<file path="src/sv/bmc_pkg.sv">
// ----------------------------------------------------------------------------
// bmc_pkg
// shared types, widths and calibration decode for the barometer compensation
// ----------------------------------------------------------------------------
package bmc_pkg;

	localparam int TW = 56;   // width of one shifted pressure term
	localparam int SW = 58;   // width of pressure partial sums
	localparam int EW = 82;   // width of a recombined split product
	localparam int NTERM = 11;

	// term slots
	localparam int TERM_P5  = 0;
	localparam int TERM_P6  = 1;
	localparam int TERM_P7  = 2;
	localparam int TERM_P8  = 3;
	localparam int TERM_P1  = 4;
	localparam int TERM_P2  = 5;
	localparam int TERM_P3  = 6;
	localparam int TERM_P4  = 7;
	localparam int TERM_P9  = 8;
	localparam int TERM_P10 = 9;
	localparam int TERM_P11 = 10;

	typedef enum logic [1:0] {
		REG_CAL_LOW  = 2'd0,
		REG_CAL_MID  = 2'd1,
		REG_CAL_HIGH = 2'd2
	} reg_index_t;

	typedef struct packed {
		logic        [15:0] t1;
		logic        [15:0] t2;
		logic signed [7:0]  t3;
		logic signed [16:0] p1;   // already offset by -2^14
		logic signed [16:0] p2;   // already offset by -2^14
		logic signed [7:0]  p3;
		logic signed [7:0]  p4;
		logic        [15:0] p5;
		logic        [15:0] p6;
		logic signed [7:0]  p7;
		logic signed [7:0]  p8;
		logic signed [15:0] p9;
		logic signed [7:0]  p10;
		logic signed [7:0]  p11;
	} coef_t;

	// temperature result handed to the pressure path
	typedef struct packed {
		logic signed [23:0] tq;
		logic               tsat;
		logic        [23:0] u;
	} temp_res_t;

	// floored pressure terms handed to the summing stages
	typedef struct packed {
		logic [NTERM-1:0][TW-1:0] term;
		logic signed [23:0]       tq;
		logic                     tsat;
	} terms_t;

	function automatic coef_t cal_decode(input logic [63:0] lo, input logic [63:0] mid,
			input logic [39:0] hi);
		logic [20:0][7:0] b;
		coef_t c;
		for (int k = 0; k < 8; k++) begin
			b[k]     = lo[8*k +: 8];
			b[k + 8] = mid[8*k +: 8];
		end
		for (int k = 0; k < 5; k++) begin
			b[k + 16] = hi[8*k +: 8];
		end
		c.t1  = {b[1], b[0]};
		c.t2  = {b[3], b[2]};
		c.t3  = $signed(b[4]);
		c.p1  = 17'($signed({b[6], b[5]})) - 17'sd16384;
		c.p2  = 17'($signed({b[8], b[7]})) - 17'sd16384;
		c.p3  = $signed(b[9]);
		c.p4  = $signed(b[10]);
		c.p5  = {b[12], b[11]};
		c.p6  = {b[14], b[13]};
		c.p7  = $signed(b[15]);
		c.p8  = $signed(b[16]);
		c.p9  = $signed({b[18], b[17]});
		c.p10 = $signed(b[19]);
		c.p11 = $signed(b[20]);
		return c;
	endfunction

endpackage

</file>
<file path="src/sv/bmc_temp.sv">
// ----------------------------------------------------------------------------
// bmc_temp
// four-stage temperature polynomial with rounding and saturation
// ----------------------------------------------------------------------------
module bmc_temp import bmc_pkg::*; (
	input  logic             clk,
	input  logic             arst_n,
	input  coef_t            coef,
	input  logic             in_valid,
	output logic             in_stall,
	input  logic [23:0]      raw_t,
	input  logic [23:0]      raw_p,
	output logic             res_valid,
	input  logic             res_stall,
	output temp_res_t        res
);

	logic valid_s1, valid_s2, valid_s3, valid_s4;
	logic en_s1, en_s2, en_s3, en_s4;

	logic signed [24:0] d_s1;
	logic        [23:0] u_s1, u_s2, u_s3;
	logic signed [49:0] dd_s2;
	logic signed [41:0] dt2_s2, dt2_s3;
	logic signed [57:0] ddt3_s3;
	temp_res_t          res_s4;

	logic signed [61:0] t48;
	logic signed [29:0] tq_full;

	assign en_s4    = ~valid_s4 | ~res_stall;
	assign en_s3    = ~valid_s3 | en_s4;
	assign en_s2    = ~valid_s2 | en_s3;
	assign en_s1    = ~valid_s1 | en_s2;
	assign in_stall = ~en_s1;

	// rounded to 2^-16 degrees: add half, keep bits above 2^32
	assign t48     = (62'(dt2_s3) <<< 18) + 62'(ddt3_s3) + 62'sh80000000;
	assign tq_full = t48[61:32];

	always_ff @(posedge clk or negedge arst_n) begin
		if (!arst_n) begin
			valid_s1 <= 1'b0;
			valid_s2 <= 1'b0;
			valid_s3 <= 1'b0;
			valid_s4 <= 1'b0;
		end else begin
			if (en_s1) valid_s1 <= in_valid;
			if (en_s2) valid_s2 <= valid_s1;
			if (en_s3) valid_s3 <= valid_s2;
			if (en_s4) valid_s4 <= valid_s3;
		end
	end

	always_ff @(posedge clk) begin
		if (en_s1) begin
			d_s1 <= $signed({1'b0, raw_t}) - $signed({1'b0, coef.t1, 8'd0});
			u_s1 <= raw_p;
		end
		if (en_s2) begin
			dd_s2  <= d_s1 * d_s1;
			dt2_s2 <= d_s1 * $signed({1'b0, coef.t2});
			u_s2   <= u_s1;
		end
		if (en_s3) begin
			ddt3_s3 <= dd_s2 * coef.t3;
			dt2_s3  <= dt2_s2;
			u_s3    <= u_s2;
		end
		if (en_s4) begin
			res_s4.u <= u_s3;
			if (tq_full > 30'sd8388607) begin
				res_s4.tq   <= 24'sd8388607;
				res_s4.tsat <= 1'b1;
			end else if (tq_full < -30'sd8388608) begin
				res_s4.tq   <= -24'sd8388608;
				res_s4.tsat <= 1'b1;
			end else begin
				res_s4.tq   <= tq_full[23:0];
				res_s4.tsat <= 1'b0;
			end
		end
	end

	assign res_valid = valid_s4;
	assign res       = res_s4;

endmodule

</file>
<file path="config.mk">
export PLATFORM = sky130hd
export DESIGN_NAME = bmc_temp
export DESIGN_NICKNAME = d
export VERILOG_FILES = /design/src/sv/bmc_pkg.sv /design/src/sv/bmc_temp.sv
export SDC_FILE = /design/constraint.sdc
export NUM_CORES = 2
export LEC_CHECK = 0
export ABC_AREA = 1
export CAP_MARGIN = 10
export CORE_MARGIN = 1.5
export CORE_UTILIZATION = 60
export DETAILED_ROUTE_END_ITERATION = 12
export DONT_BUFFER_PORTS = 1
export MAX_ROUTING_LAYER = met4
export PLACE_DENSITY = 0.76
export SYNTH_ARGS = -nofsm -noshare
export SYNTH_HDL_FRONTEND = slang
export SYNTH_SLANG_ARGS = --single-unit
export TNS_END_PERCENT = 30
</file>
<file path="constraint.sdc">
create_clock -name clk -period 43.9 [get_ports clk]
set_clock_uncertainty 0.1 [all_clocks]
set_input_delay 13.17 -clock clk [delete_from_list [all_inputs] [get_ports clk]]
set_output_delay 13.17 -clock clk [all_outputs]
set_load 0.02 [all_outputs]
</file>
==> qor.txt <==
Startpoint Class: input port
All-Layer GR Usage: 0.312
Port Buf Inserts: 0
Core Box Area: 107,000 um^2
IO Pins: 273
Critical path class: in2out
Remaining antenna violation count: 0
Final setup TNS: 0 ns
GPL Wtd Cong: 0.979
H-tree depth: 2
Fmax: 34.8 MHz
First-pass detailed-route iteration total: 5
CP max FO: 70
Die X: 332 um
Avg Inst Size Synth: 8.47 um^2
CTS sink count: 323
Distinct cells, synth: 45
Die extent in y: 332 um
DRC viols: 0
Sequential share of the synthesized area: 0.149
Max_slew headroom: 0.343
CP required: 30.63 ns
Worst EP arrival: 15.45 ns
Yosys warnings: 0
Die Area: 110,000 um^2
Top cells by area, synth: fa_1, edfxtp_1, inv_1
First-pass GRT wire length: 264,000 um
Unrepaired setup endpoints after global routing: no
Most frequent cells in the layout: inv_1, nand2_1, fa_1
Max Slew Vio Count: 0
Met2 wire len: 76,000 um
Worst-margin pin slew: 0.985 ns
Reg2Reg Depth: 21
Final hold violations: 0
Commonest non-fill, non-tap cell in the layout: inv_1
Setup crit end kind: output port
Overall overflow remaining after global route: 0
Largest net degree at the start of global routing: 71
Cell taking the most area after synthesis: fa_1
Initial antenna violation count: 2
Worst-path clk slew: 0.06 ns
CTS root buf: clkbuf_16
Max Cap Viol: 0
CTS buffer count: 36
Clock latency on the worst-skew pair: 0.61 ns
Starting Density: 0.606
Highest Signal Layer: met4
DR vias: 47,000
Top FF cell, synth: edfxtp_1
Number of synthesized flops with an enable pin: 319
CTS tree: yes
Clock buffer depth: 3
Final Setup Violations: 0
Synth Instances: 7,655
Post-synth top area share: 0.401
Type of the worst min-delay path: reg2reg
Initial DRC Count: 3,216
Hold-fix buffers, CTS: 0
DP Wirelength: 132,000 um
Met1 wire length: 67,800 um
Post-Syn Nets: 9,643
Metal3 WL: 11,000 um
End-of-flow core utilization: 0.626
Fin crit share: 0.654
PostCTS Resize Cnt: 0
Area grow syn2layout: 3.37%
WL final: 160,000 um
Crit path time final: 28.72 ns
Nets: 9,451
Num rows: 120
Via-to-Cell Ratio: 5.29
Register bit count reported by yosys: 323
Asr flop ratio synth: 0.0124
Drt wl/cell: 18.0 um
Layout cells sized above 1: 0.0223
Post CTS Setup Buffer Count: 0
Vias in the first global route: 50,900
Post-synthesis cell area: 64,800 um^2
Status: finished, final reports clean
Worst Hold Path Cells: 0
==> Yosys cell counts, drive strengths merged (14+ instances only) <==
| library cell | count |
|---|---|
| nor3 | 31 |
| a21o | 28 |
| a21oi | 240 |
| inv | 2386 |
| edfxtp | 319 |
| fa | 1299 |
| nor4 | 14 |
| clkbuf | 250 |
| nor2 | 309 |
| nand3 | 87 |
| o21bai | 33 |
| nand2 | 1693 |
| o21a | 17 |
| a31oi | 32 |
| or2 | 46 |
| ha | 467 |
| o21ai | 122 |
| xnor2 | 80 |
| nand4 | 22 |
| xor2 | 110 |
==> area by class of cell <==
type                            instances  area [um^2]
Antenna cell                            1         2.50
Clock buffer                           39          912
Clock inverter                         25          285
Fill cell                            9099        40000
Inverter                             2386         8960
Multi-Input combinational cell       4683        45200
Sequential cell                       323         9680
Tap cell                             1403         1760
Timing Repair Buffer                   33          248
==> critical path, cell delays in order <==
cell and delay (ns):
nand2_2 0.03, buf_4 0.53, nor2_1 0.15, inv_4 0.41
nor2_1 0.14, inv_4 0.66, nor2_1 0.34
==> logic make-up (layout without fill, tap and decap cells) <==
group	Yosys count	count (layout)	synth area share
xor+xnor	190	190	0.0257
other cells	2	3	0.000116
compound gates	508	508	0.0447
fa+ha+maj	1766	1766	0.491
simple gates	2217	2217	0.135
flops	323	323	0.149
buf+inv	2649	2483	0.154
==> stage by stage <==
stage	instance area (um^2)	hold slack (ns)	instances	setup WS, ns
6_report	67000	0.294	8893	15.18
5_1_grt	67000	0.298	8893	14.88
4_1_cts	67000	0.291	8892	15.06
3_5_place_dp	65800	0.305	8828	15.07
3_3_place_gp	65800	0.301	8828	15.12
2_1_floorplan	64800	0.300	7655	11.21
==> sequential cells by signal, summed over array words and instances, names as in the netlist <==
signal	count
d_s1	25
dd_s2	49
ddt3_s3	40
dt2_s2	42
dt2_s3	42
res	49
res_valid	1
u_s1	24
u_s2	24
u_s3	24
valid_s1	1
valid_s2	1
valid_s3	1
==> final timing paths <==
kind / start / to / slack [ns]
setup / recovery: res_stall / in_stall / 15.18
hold / removal: u_s2[21] / u_s3[21] / 0.29
setup reg to reg: d_s1[2] / dd_s2[47] / 35.16
hold reg to reg: u_s2[21] / u_s3[21] / 0.29
max in group asynchronous: arst_n / valid_s2 / 31.42
min in group asynchronous: arst_n / valid_s1 / 12.22
==> routing by layer <==
layer / track usage / vias up
met4: 0.0923 / 0
met3: 0.0344 / 299
li1: - / 21600
met1: 0.420 / 23500
met2: 0.505 / 1668
met5: - / -
Power is not shown: default switching activity piles up to over one toggle a cycle in this logic, so the estimate is an artifact.
