<file path="src/sv/bmc_pkg.sv">
// ----------------------------------------------------------------------------
// bmc_pkg
// shared types, widths and calibration decode for the barometer compensation
// ----------------------------------------------------------------------------
package bmc_pkg;

	localparam int TW = 56;   // width of one shifted pressure term
	localparam int SW = 58;   // width of pressure partial sums
	localparam int EW = 82;   // width of a recombined split product
	localparam int NTERM = 11;

	// term slots
	localparam int TERM_P5  = 0;
	localparam int TERM_P6  = 1;
	localparam int TERM_P7  = 2;
	localparam int TERM_P8  = 3;
	localparam int TERM_P1  = 4;
	localparam int TERM_P2  = 5;
	localparam int TERM_P3  = 6;
	localparam int TERM_P4  = 7;
	localparam int TERM_P9  = 8;
	localparam int TERM_P10 = 9;
	localparam int TERM_P11 = 10;

	typedef enum logic [1:0] {
		REG_CAL_LOW  = 2'd0,
		REG_CAL_MID  = 2'd1,
		REG_CAL_HIGH = 2'd2
	} reg_index_t;

	typedef struct packed {
		logic        [15:0] t1;
		logic        [15:0] t2;
		logic signed [7:0]  t3;
		logic signed [16:0] p1;   // already offset by -2^14
		logic signed [16:0] p2;   // already offset by -2^14
		logic signed [7:0]  p3;
		logic signed [7:0]  p4;
		logic        [15:0] p5;
		logic        [15:0] p6;
		logic signed [7:0]  p7;
		logic signed [7:0]  p8;
		logic signed [15:0] p9;
		logic signed [7:0]  p10;
		logic signed [7:0]  p11;
	} coef_t;

	// temperature result handed to the pressure path
	typedef struct packed {
		logic signed [23:0] tq;
		logic               tsat;
		logic        [23:0] u;
	} temp_res_t;

	// floored pressure terms handed to the summing stages
	typedef struct packed {
		logic [NTERM-1:0][TW-1:0] term;
		logic signed [23:0]       tq;
		logic                     tsat;
	} terms_t;

	function automatic coef_t cal_decode(input logic [63:0] lo, input logic [63:0] mid,
			input logic [39:0] hi);
		logic [20:0][7:0] b;
		coef_t c;
		for (int k = 0; k < 8; k++) begin
			b[k]     = lo[8*k +: 8];
			b[k + 8] = mid[8*k +: 8];
		end
		for (int k = 0; k < 5; k++) begin
			b[k + 16] = hi[8*k +: 8];
		end
		c.t1  = {b[1], b[0]};
		c.t2  = {b[3], b[2]};
		c.t3  = $signed(b[4]);
		c.p1  = 17'($signed({b[6], b[5]})) - 17'sd16384;
		c.p2  = 17'($signed({b[8], b[7]})) - 17'sd16384;
		c.p3  = $signed(b[9]);
		c.p4  = $signed(b[10]);
		c.p5  = {b[12], b[11]};
		c.p6  = {b[14], b[13]};
		c.p7  = $signed(b[15]);
		c.p8  = $signed(b[16]);
		c.p9  = $signed({b[18], b[17]});
		c.p10 = $signed(b[19]);
		c.p11 = $signed(b[20]);
		return c;
	endfunction

endpackage

</file>
<file path="src/sv/bmc_psum.sv">
// ----------------------------------------------------------------------------
// bmc_psum
// two-stage term sum, rounding and saturation, doubles as output register
// ----------------------------------------------------------------------------
module bmc_psum import bmc_pkg::*; (
	input  logic               clk,
	input  logic               arst_n,
	input  logic               in_valid,
	output logic               in_stall,
	input  terms_t             tin,
	output logic               out_valid,
	input  logic               out_stall,
	output logic signed [23:0] temperature_out,
	output logic        [22:0] pressure_out,
	output logic               saturated
);

	logic valid_s1, valid_s2;
	logic en_s1, en_s2;

	logic signed [SW-1:0] sa_s1, sb_s1, sc_s1;
	logic signed [23:0]   tq_s1;
	logic                 tsat_s1;

	logic signed [23:0] tq_s2;
	logic        [22:0] pq_s2;
	logic               sat_s2;

	logic signed [SW-1:0] acc;
	logic signed [31:0]   pq_full;

	function automatic logic signed [SW-1:0] tx(input logic [TW-1:0] v);
		return SW'($signed(v));
	endfunction

	assign en_s2    = ~valid_s2 | ~out_stall;
	assign en_s1    = ~valid_s1 | en_s2;
	assign in_stall = ~en_s1;

	// round to 1/64 Pa: add half, keep bits above 2^26
	assign acc     = sa_s1 + sb_s1 + sc_s1 + SW'(33554432);
	assign pq_full = acc[57:26];

	always_ff @(posedge clk or negedge arst_n) begin
		if (!arst_n) begin
			valid_s1 <= 1'b0;
			valid_s2 <= 1'b0;
		end else begin
			if (en_s1) valid_s1 <= in_valid;
			if (en_s2) valid_s2 <= valid_s1;
		end
	end

	always_ff @(posedge clk) begin
		if (en_s1) begin
			sa_s1 <= tx(tin.term[TERM_P5]) + tx(tin.term[TERM_P6])
				+ tx(tin.term[TERM_P7]) + tx(tin.term[TERM_P8]);
			sb_s1 <= tx(tin.term[TERM_P1]) + tx(tin.term[TERM_P2])
				+ tx(tin.term[TERM_P3]) + tx(tin.term[TERM_P4]);
			sc_s1 <= tx(tin.term[TERM_P9]) + tx(tin.term[TERM_P10])
				+ tx(tin.term[TERM_P11]);
			tq_s1   <= tin.tq;
			tsat_s1 <= tin.tsat;
		end
		if (en_s2) begin
			tq_s2 <= tq_s1;
			if (pq_full < 32'sd0) begin
				pq_s2  <= '0;
				sat_s2 <= 1'b1;
			end else if (pq_full > 32'sd8388607) begin
				pq_s2  <= '1;
				sat_s2 <= 1'b1;
			end else begin
				pq_s2  <= pq_full[22:0];
				sat_s2 <= tsat_s1;
			end
		end
	end

	assign out_valid       = valid_s2;
	assign temperature_out = tq_s2;
	assign pressure_out    = pq_s2;
	assign saturated       = sat_s2;

endmodule

</file>
<file path="config.mk">
export PLATFORM = sky130hd
export DESIGN_NAME = bmc_psum
export DESIGN_NICKNAME = d
export VERILOG_FILES = /design/src/sv/bmc_pkg.sv /design/src/sv/bmc_psum.sv
export SDC_FILE = /design/constraint.sdc
export NUM_CORES = 1
export LEC_CHECK = 0
export ABC_AREA = 1
export BUFFER_PORTS_ARGS = -buffer_cell sky130_fd_sc_hd__clkbuf_2
export CORE_AREA = 2 2 272 274
export CTS_CLUSTER_SIZE = 14
export DETAILED_ROUTE_END_ITERATION = 8
export DIE_AREA = 0 0 274 276
export MAX_ROUTING_LAYER = met4
export PLACE_DENSITY = 0.7
export SYNTH_ARGS = -nofsm -noshare
export SYNTH_HDL_FRONTEND = slang
export SYNTH_SLANG_ARGS = --single-unit
</file>
<file path="constraint.sdc">
create_clock -name clk -period 5.5 [get_ports clk]
set_input_delay 1.65 -clock clk [delete_from_list [all_inputs] [get_ports clk]]
set_output_delay 1.65 -clock clk [all_outputs]
set_load 0.005 [all_outputs]
</file>
==> metrics.md, run 1 <==
| Metric | Value |
|---|---|
| Vias per cell | `5.090` |
| Cts repair resizes | `0` |
| Initial DRC Count | `2333` |
| Post-synth EDFFs | `247` |
| Final period utilization | `87.47%` |
| Syn_area_per_cell | `8.453 um^2` |
| Critical setup path kind | `primary input to flip-flop` |
| Max_slew headroom | `33.21%` |
| Port Buffers | `694` |
| Main synth FF type | `edfxtp_1` |
| Crit path arrival time | `5.12 ns` |
| Clk sink count | `249` |
| Skew-Pair Late Insertion Delay | `0.57 ns` |
| Pins Over Slew Limit | `0` |
| Status | `finished, final reports clean` |
| Layout cells sized above 1 | `17.80%` |
| Placed cell areas | `35650 um^2` |
| Core Box Area | `72590 um^2` |
| Initial antenna violation count | `0` |
| Unrepaired setup endpoints after global routing | `no` |
| Die Area | `75620 um^2` |
| Post-Place Setup Slack | `0.1630 ns` |
| Seq/Total Area, Yosys | `24.31%` |
| CTS tree | `done` |
| Syn nets | `4898` |
| Mapped Area | `30720 um^2` |
| # nets final | `5650` |
| Drt first pass iters | `7` |
| Gr usage total | `27.25%` |
| Routability cong. | `1.012` |
| Max-Cap Viols | `0` |
| Cts hold-fix bufs | `0` |
| Buf/Inv on CP | `4` |
| Crit-path max cell delay | `0.54 ns` |
| Yosys warns | `0` |
| Slowest cell on crit path | `fa_1` |
| DRC Markers | `0` |
| Max frequency | `207.9 MHz` |
| Peak supply drop | `0.9927 mV` |
| Wire per inst | `18.83 um` |
| Post-synth ARST share | `0.8032%` |
| Initial core utilization | `42.32%` |
| Root Driver | `clkbuf_16` |
| TritonCTS Buffers | `28` |
| CP Data Required Time | `5.81 ns` |
| Global-route wire length before repair | `154500 um` |
| Synth cell types | `45` |
| P_leak | `17.92 nW` |
| Final min period | `4.811 ns` |
| Area grow syn2layout | `18.80%` |
| Top-area cell type share of the netlist area | `24.14%` |
| Antenna viol nets, final | `0` |
| Top post-synthesis cells by area | `edfxtp_1, fa_1, ha_1, inv_1, nand2_1` |
| H-tree levels | `1` |
| Largest fanout on the critical path | `4` |
| Setup TNS Final | `0 ns` |
| Worst Setup End Kind | `flip-flop` |
| Via count | `27300` |
| Largest net degree at the start of global routing | `53` |
| Register bit total from synthesis | `249` |
| Worst Hold Class | `flip-flop to flip-flop` |
| Post-CTS Setup Repair Bufs | `0` |
| Clk buf depth | `3` |
| Endpoints failing setup | `0` |
| Rows | `99` |
| Mapped Cells | `3634` |
| PD cells | `736.0 nW/um^2` |
| Routed WL | `101000 um` |
| Slew @ Worst Pin | `0.9997 ns` |
| Die Wd | `274 um` |
| Diodes inserted | `0` |
| Post-synth top area cell | `edfxtp_1` |
| Clock Skews | `0.02469 ns` |
| Clk pin slew, worst setup/hold paths | `0.06 ns` |
| Endpoints failing hold | `0` |
| Die height | `276 um` |
| Crit path max-delay family | `adder cells` |
| CP Cell Sequence | `clkbuf_2 > fa_1 > fa_1 > ha_1 > inv_1 > fa_1 > inv_1 > nand3_1 > nand2_1 > a21boi_0 > inv_1 > nand2_1 > nand2_1 > nand3_1 > nand3_1 > nand2_1 > nand3_1 > a21oi_1 > xnor2_1` |
| Finished Cell Area | `36490 um^2` |
| Vias in the first global route | `27580` |
| Reg-to-reg slack, setup | `1.24 ns` |
| Total congestion overflow | `0` |
| Finished Core Util | `50.28%` |
| DP Wirelength | `90830 um` |
| Fin worst setup slack | `0.6893 ns` |
| Critical path launch point type | `primary input` |
| Boundary pin count | `695` |
==> Yosys cell counts (all sizes together) (2+ instances only) <==
cell / n
a221oi: 12
nand3b: 6
and2: 3
a21o: 29
fa: 339
o21a: 11
ha: 280
nand4: 20
inv: 688
edfxtp: 247
o21ai: 160
nor3: 30
nor4: 16
buf: 4
or2: 2
and3: 10
a21boi: 22
a31oi: 41
o221ai: 2
xnor2: 77
o211ai: 14
o311ai: 3
nand2: 677
dfrtp: 2
o31ai: 3
o21bai: 43
a21oi: 323
nor2: 373
xor2: 113
nand3: 80
==> state kept, by name, summed over array words and instances (netlist names) <==
name             count
out_valid            1
pressure_out        23
sa_s1               58
saturated            1
sb_s1               58
sc_s1               58
temperature_out     24
tq_s1               24
tsat_s1              1
valid_s1             1
==> report_power, final <==
group / switching (W) / internal [W] / total (W)
Clock: 0.000762 / 0.000998 / 0.00176
Sequential: 0.000367 / 0.00354 / 0.00391
Combinational: 0.0140 / 0.00715 / 0.0212
Total: 0.0152 / 0.0117 / 0.0269
==> layout by cell type, fill, tap and decap left out, types with 11 or more instances in the layout <==
master / n
a21oi_1: 322
nor2_1: 366
nand4_1: 20
o21a_1: 11
a31oi_1: 41
xnor2_1: 77
nor3_1: 28
o21ai_0: 154
nand2_1: 676
buf_4: 30
a21o_1: 29
o21bai_1: 42
nor4_1: 15
o211ai_1: 14
edfxtp_1: 247
a221oi_1: 12
a21boi_0: 18
clkbuf_2: 694
xor2_1: 113
nand3_1: 80
inv_1: 687
clkbuf_16: 29
ha_1: 280
fa_1: 339
==> logic make-up (layout without fill, tap and decap cells) <==
group                      after synthesis  in the layout  synth area share [%]
adders and majority gates              619            619                 33.50
buffers and inverters                  692           1462                 8.513
DFF                                    249            249                 24.31
AOI/OAI and AO/OA                      666            666                 12.30
and+or+nand+nor                       1218           1218                 15.97
xor gates and xnor gates               190            190                 5.417
==> through the flow <==
step / total power (W) / instances / hold WS [ns]
global route: 0.02963 / 5363 / 0.4345
detailed placement: 0.02478 / 5315 / 0.4056
floorplan: 0.01803 / 3634 / 0.4003
finish: 0.02686 / 5363 / 0.4175
CTS: 0.02669 / 5363 / 0.4188
global placement: 0.02462 / 5315 / 0.4009
==> routing by layer <==
metal,up-vias,share of wire [%],GRT usage (%)
li1,13330,-,-
met1,12880,43,36.46
met2,980,48,45.03
met3,108,6.4,2.449
met4,0,2.5,5.853
met5,-,0,-
==> worst register-to-register path, stage by stage (launching register included) <==
cell,delay [ns]
edfxtp_1,0.35
inv_1,0.10
fa_1,0.54
inv_1,0.04
ha_1,0.28
ha_1,0.38
a21oi_1,0.30
o21ai_0,0.17
a21oi_1,0.24
nand2_1,0.09
a21oi_1,0.28
nand2_1,0.10
nand2_1,0.09
nand2_1,0.05
nor2_1,0.09
nand3_1,0.14
nor2_4,0.49
a21oi_1,0.23
==> worst paths after layout <==
check / startpoint / endpoint / depth (start not counted)
worst max-delay path: tin[26] / sa_s1[51] / 19
worst min-delay path: tq_s1[8] / temperature_out[8] / 0
worst max register to register: sa_s1[43] / pressure_out[0] / 17
worst min register to register: tq_s1[8] / temperature_out[8] / 0
max in group asynchronous: arst_n / out_valid / 1
min in group asynchronous: arst_n / valid_s1 / 1
==> cell type report <==
cell class	instances	area, um^2
Fill cell	7174	36090
Multi-Input combinational cell	2693	20660
Sequential cell	249	7467
Timing Repair Buffer	726	3739
Inverter	688	2586
Tap cell	959	1200
Clock buffer	33	740.7
Clock inverter	15	100.1
Power figures use the tool's default switching activity.
==> run 2: changes to the inputs <==
==> constraint.sdc (replaced) <==
create_clock -name clk -period 4.4 [get_ports clk]
set_input_delay 1.32 -clock clk [delete_from_list [all_inputs] [get_ports clk]]
set_output_delay 1.32 -clock clk [all_outputs]
set_load 0.005 [all_outputs]
==> run 2 against run 1 <==
- critical path depth shrank 4
- combinational power rose by 33%
- hold slack worse by 0.00060 ns
- setup slack got worse by 0.51 ns
- wire length increased by 1.7%
- clock skew decreased by 0.016 ns
==> metrics.md, run 2 (same netlist as run 1, synthesis figures left out) <==
| Metric | Value |
|---|---|
| Status | `finished, final reports clean` |
| Core Box Area | `72590 um^2 (unchanged)` |
| PD cells | `902.9 nW/um^2 (+23%)` |
| Vias in the first global route | `28960 (+5.0%)` |
| Combinational fraction of design power | `79.6% (+0.7 points)` |
| Reg2reg start | `sb_s1[17]` |
| Routability cong. | `1.043 (+3.1%)` |
| Final period utilization | `95.94%` |
| Initial DRC Count | `2081 (-11%)` |
| Die height | `276 um (unchanged)` |
| P_leak | `19.76 nW (+10%)` |
| Endpoints failing setup | `0 (unchanged)` |
| Cts hold-fix bufs | `0 (unchanged)` |
| Vias per cell | `4.944 (-2.9%)` |
| FILL cells | `7034 (-2.0%)` |
| Die Area | `75620 um^2 (unchanged)` |
| Gr usage total | `27.82% (+0.57 points)` |
| Worst Reg-to-Reg Cells | `20 (+3)` |
| Post-Place Setup Slack | `-0.3792 ns (-0.5422 ns)` |
| P_sw | `0.01929 W (+27%)` |
| CP Cell Sequence | `clkbuf_2 > fa_1 > fa_1 > ha_1 > buf_4 > a21oi_1 > nand2_1 > a21boi_1 > o21ai_1 > a21oi_1 > buf_4 > inv_1 > a21oi_1 > buf_4 > xor2_1` |
| CP startpoint | `tin[28]` |
| Layout cells sized above 1 | `24.37% (+6.6 points)` |
| Crit path arrival time | `4.59 ns (-0.53 ns)` |
| Area grow syn2layout | `28.27%` |
| Die Wd | `274 um (unchanged)` |
| Clk pin slew, worst setup/hold paths | `0.06 ns (about the same)` |
| Most frequent cells in the layout | `clkbuf_2, inv_1, nand2_1, buf_4, nor2_1` |
| Diodes inserted | `0 (unchanged)` |
| Worst Hold Class | `flip-flop to flip-flop` |
| Switching Fraction | `54.22% (-2.2 points)` |
| Largest regs | `sa_s1 (58), sb_s1 (58), sc_s1 (58)` |
| Clk sink count | `249 (unchanged)` |
| Hold Path Sink | `temperature_out[19]` |
| # nets final | `6028 (+6.7%)` |
| TritonCTS Buffers | `28 (unchanged)` |
| Worst Setup End Kind | `flip-flop` |
| CP Data Required Time | `4.77 ns (-1.04 ns)` |
| Endpoints failing hold | `0 (unchanged)` |
| Boundary pin count | `695 (unchanged)` |
| DRC Markers | `0 (unchanged)` |
| Total congestion overflow | `0 (unchanged)` |
| Pins Over Slew Limit | `0 (unchanged)` |
| Peak supply drop | `0.6242 mV (-37%)` |
| Final min period | `4.221 ns` |
| Largest fanout on the critical path | `4 (unchanged)` |
| Slowest cell on crit path | `fa_1` |
| Max-Cap Viols | `0 (unchanged)` |
| Routed WL | `102700 um (+1.7%)` |
| Clock Skews | `0.008325 ns (-0.01637 ns)` |
| Max_slew headroom | `48.28% (+15 points)` |
| Drt first pass iters | `5 (-2)` |
| DP Wirelength | `92650 um (+2.0%)` |
| P_int | `0.01629 W (+39%)` |
| Global-route wire length before repair | `157500 um (+2.0%)` |
| Clk buf depth | `3 (unchanged)` |
| Most common cell after layout, fill and taps aside | `clkbuf_2` |
| CTS tree | `done` |
| Fin worst setup slack | `0.1788 ns (-0.5106 ns)` |
| Critical setup path kind | `primary input to flip-flop` |
| Critical path launch point type | `primary input` |
| Hold slack | `0.4169 ns (-0.0006020 ns)` |
| Wire per inst | `17.88 um (-5.0%)` |
| Antenna viol nets, final | `0 (unchanged)` |
| Port Buffers | `694 (unchanged)` |
| Power Total | `0.03558 W (+32%)` |
| Worst Min Path Start | `tq_s1[19]` |
| Hold path depth | `0 (unchanged)` |
| Crit-path max cell delay | `0.55 ns (about the same)` |
| Unrepaired setup endpoints after global routing | `no` |
| Slew @ Worst Pin | `0.7758 ns (-0.2239 ns)` |
| Cts repair resizes | `0 (unchanged)` |
| Sequential Power Share | `13.8% (-0.7 points)` |
| Initial core utilization | `42.32% (unchanged)` |
| R2R Path End | `pressure_out[9]` |
| Setup TNS Final | `0 ns (unchanged)` |
| Finished Core Util | `54.29% (+4.0 points)` |
| Crit path max-delay family | `adder cells` |
| Reg-to-reg slack, setup | `0.24 ns (-1.00 ns)` |
| Via count | `28400 (+4.0%)` |
| Skew-Pair Late Insertion Delay | `0.57 ns (about the same)` |
| H-tree levels | `1 (unchanged)` |
| Buf/Inv on CP | `5 (+1)` |
| Largest net degree at the start of global routing | `118 (+120%)` |
| Initial antenna violation count | `1 (+1)` |
| Max frequency | `236.9 MHz` |
| Rows | `99 (unchanged)` |
| Root Driver | `clkbuf_16` |
| Post-CTS Setup Repair Bufs | `0 (unchanged)` |
| Clk pwr share | `6.6% (about the same)` |
-- run 2: stage by stage --
| step | instance area (um^2) | instances |
|---|---|---|
| 2_1_floorplan | 30750 | 3634 |
| 3_3_place_gp | 38490 | 5693 |
| 3_5_place_dp | 38490 | 5693 |
| 4_1_cts | 39400 | 5744 |
| 5_1_grt | 39400 | 5744 |
| 6_report | 39400 | 5744 |
-- run 2: cell type report --
type	count	area (um^2)	area share (%)
multi-input cells	2693	20670	52.45
flip-flops and latches	249	7467	18.95
repair buffers	1104	6564	16.66
clock inverters	21	188.9	0.4795
inverters	688	2586	6.563
well taps	959	1200	3.045
clock buffers	30	729.5	1.851
-- run 2: per-layer routing --
metal | global-route usage (%) | vias up | routed length, um
met5 | - | - | 0
met4 | 8.919 | 0 | 3886
met3 | 4.299 | 142 | 6997
met2 | 45.05 | 937 | 48180
met1 | 35.68 | 13230 | 43650
li1 | - | 14090 | -
-- run 2: worst register-to-register path: cells and delay by family (launching register included) --
kind / cells / cell delay [ns]
fa+ha+maj: 3 / 1.10
simple gates: 7 / 0.78
buf+inv: 6 / 0.66
xor+xnor: 1 / 0.57
flops: 1 / 0.44
compound gates: 3 / 0.35
-- run 2: power by group through the flow --
| stage | Clock (W) | Sequential (W) | Combinational (W) |
|---|---|---|---|
| final | 0.00236 | 0.00490 | 0.0283 |
| after global routing | 0.00249 | 0.00498 | 0.0316 |
| after CTS | 0.00240 | 0.00492 | 0.0280 |
| after detailed placement | 0 | 0.00496 | 0.0278 |
| after global placement | 0 | 0.00493 | 0.0276 |
| after floorplan | 0 | 0.00471 | 0.0178 |
-- run 2: how the worst max path moves through the flow --
stage / to / slack [ns] / cells past startpoint
2_1_floorplan: sa_s1[0] / -0.64 / 3
3_5_place_dp: sa_s1[51] / -0.38 / 19
5_1_grt: sa_s1[32] / 0.02 / 15
3_3_place_gp: sa_s1[51] / -0.36 / 19
6_report: sa_s1[32] / 0.18 / 15
4_1_cts: sa_s1[51] / 0.22 / 19
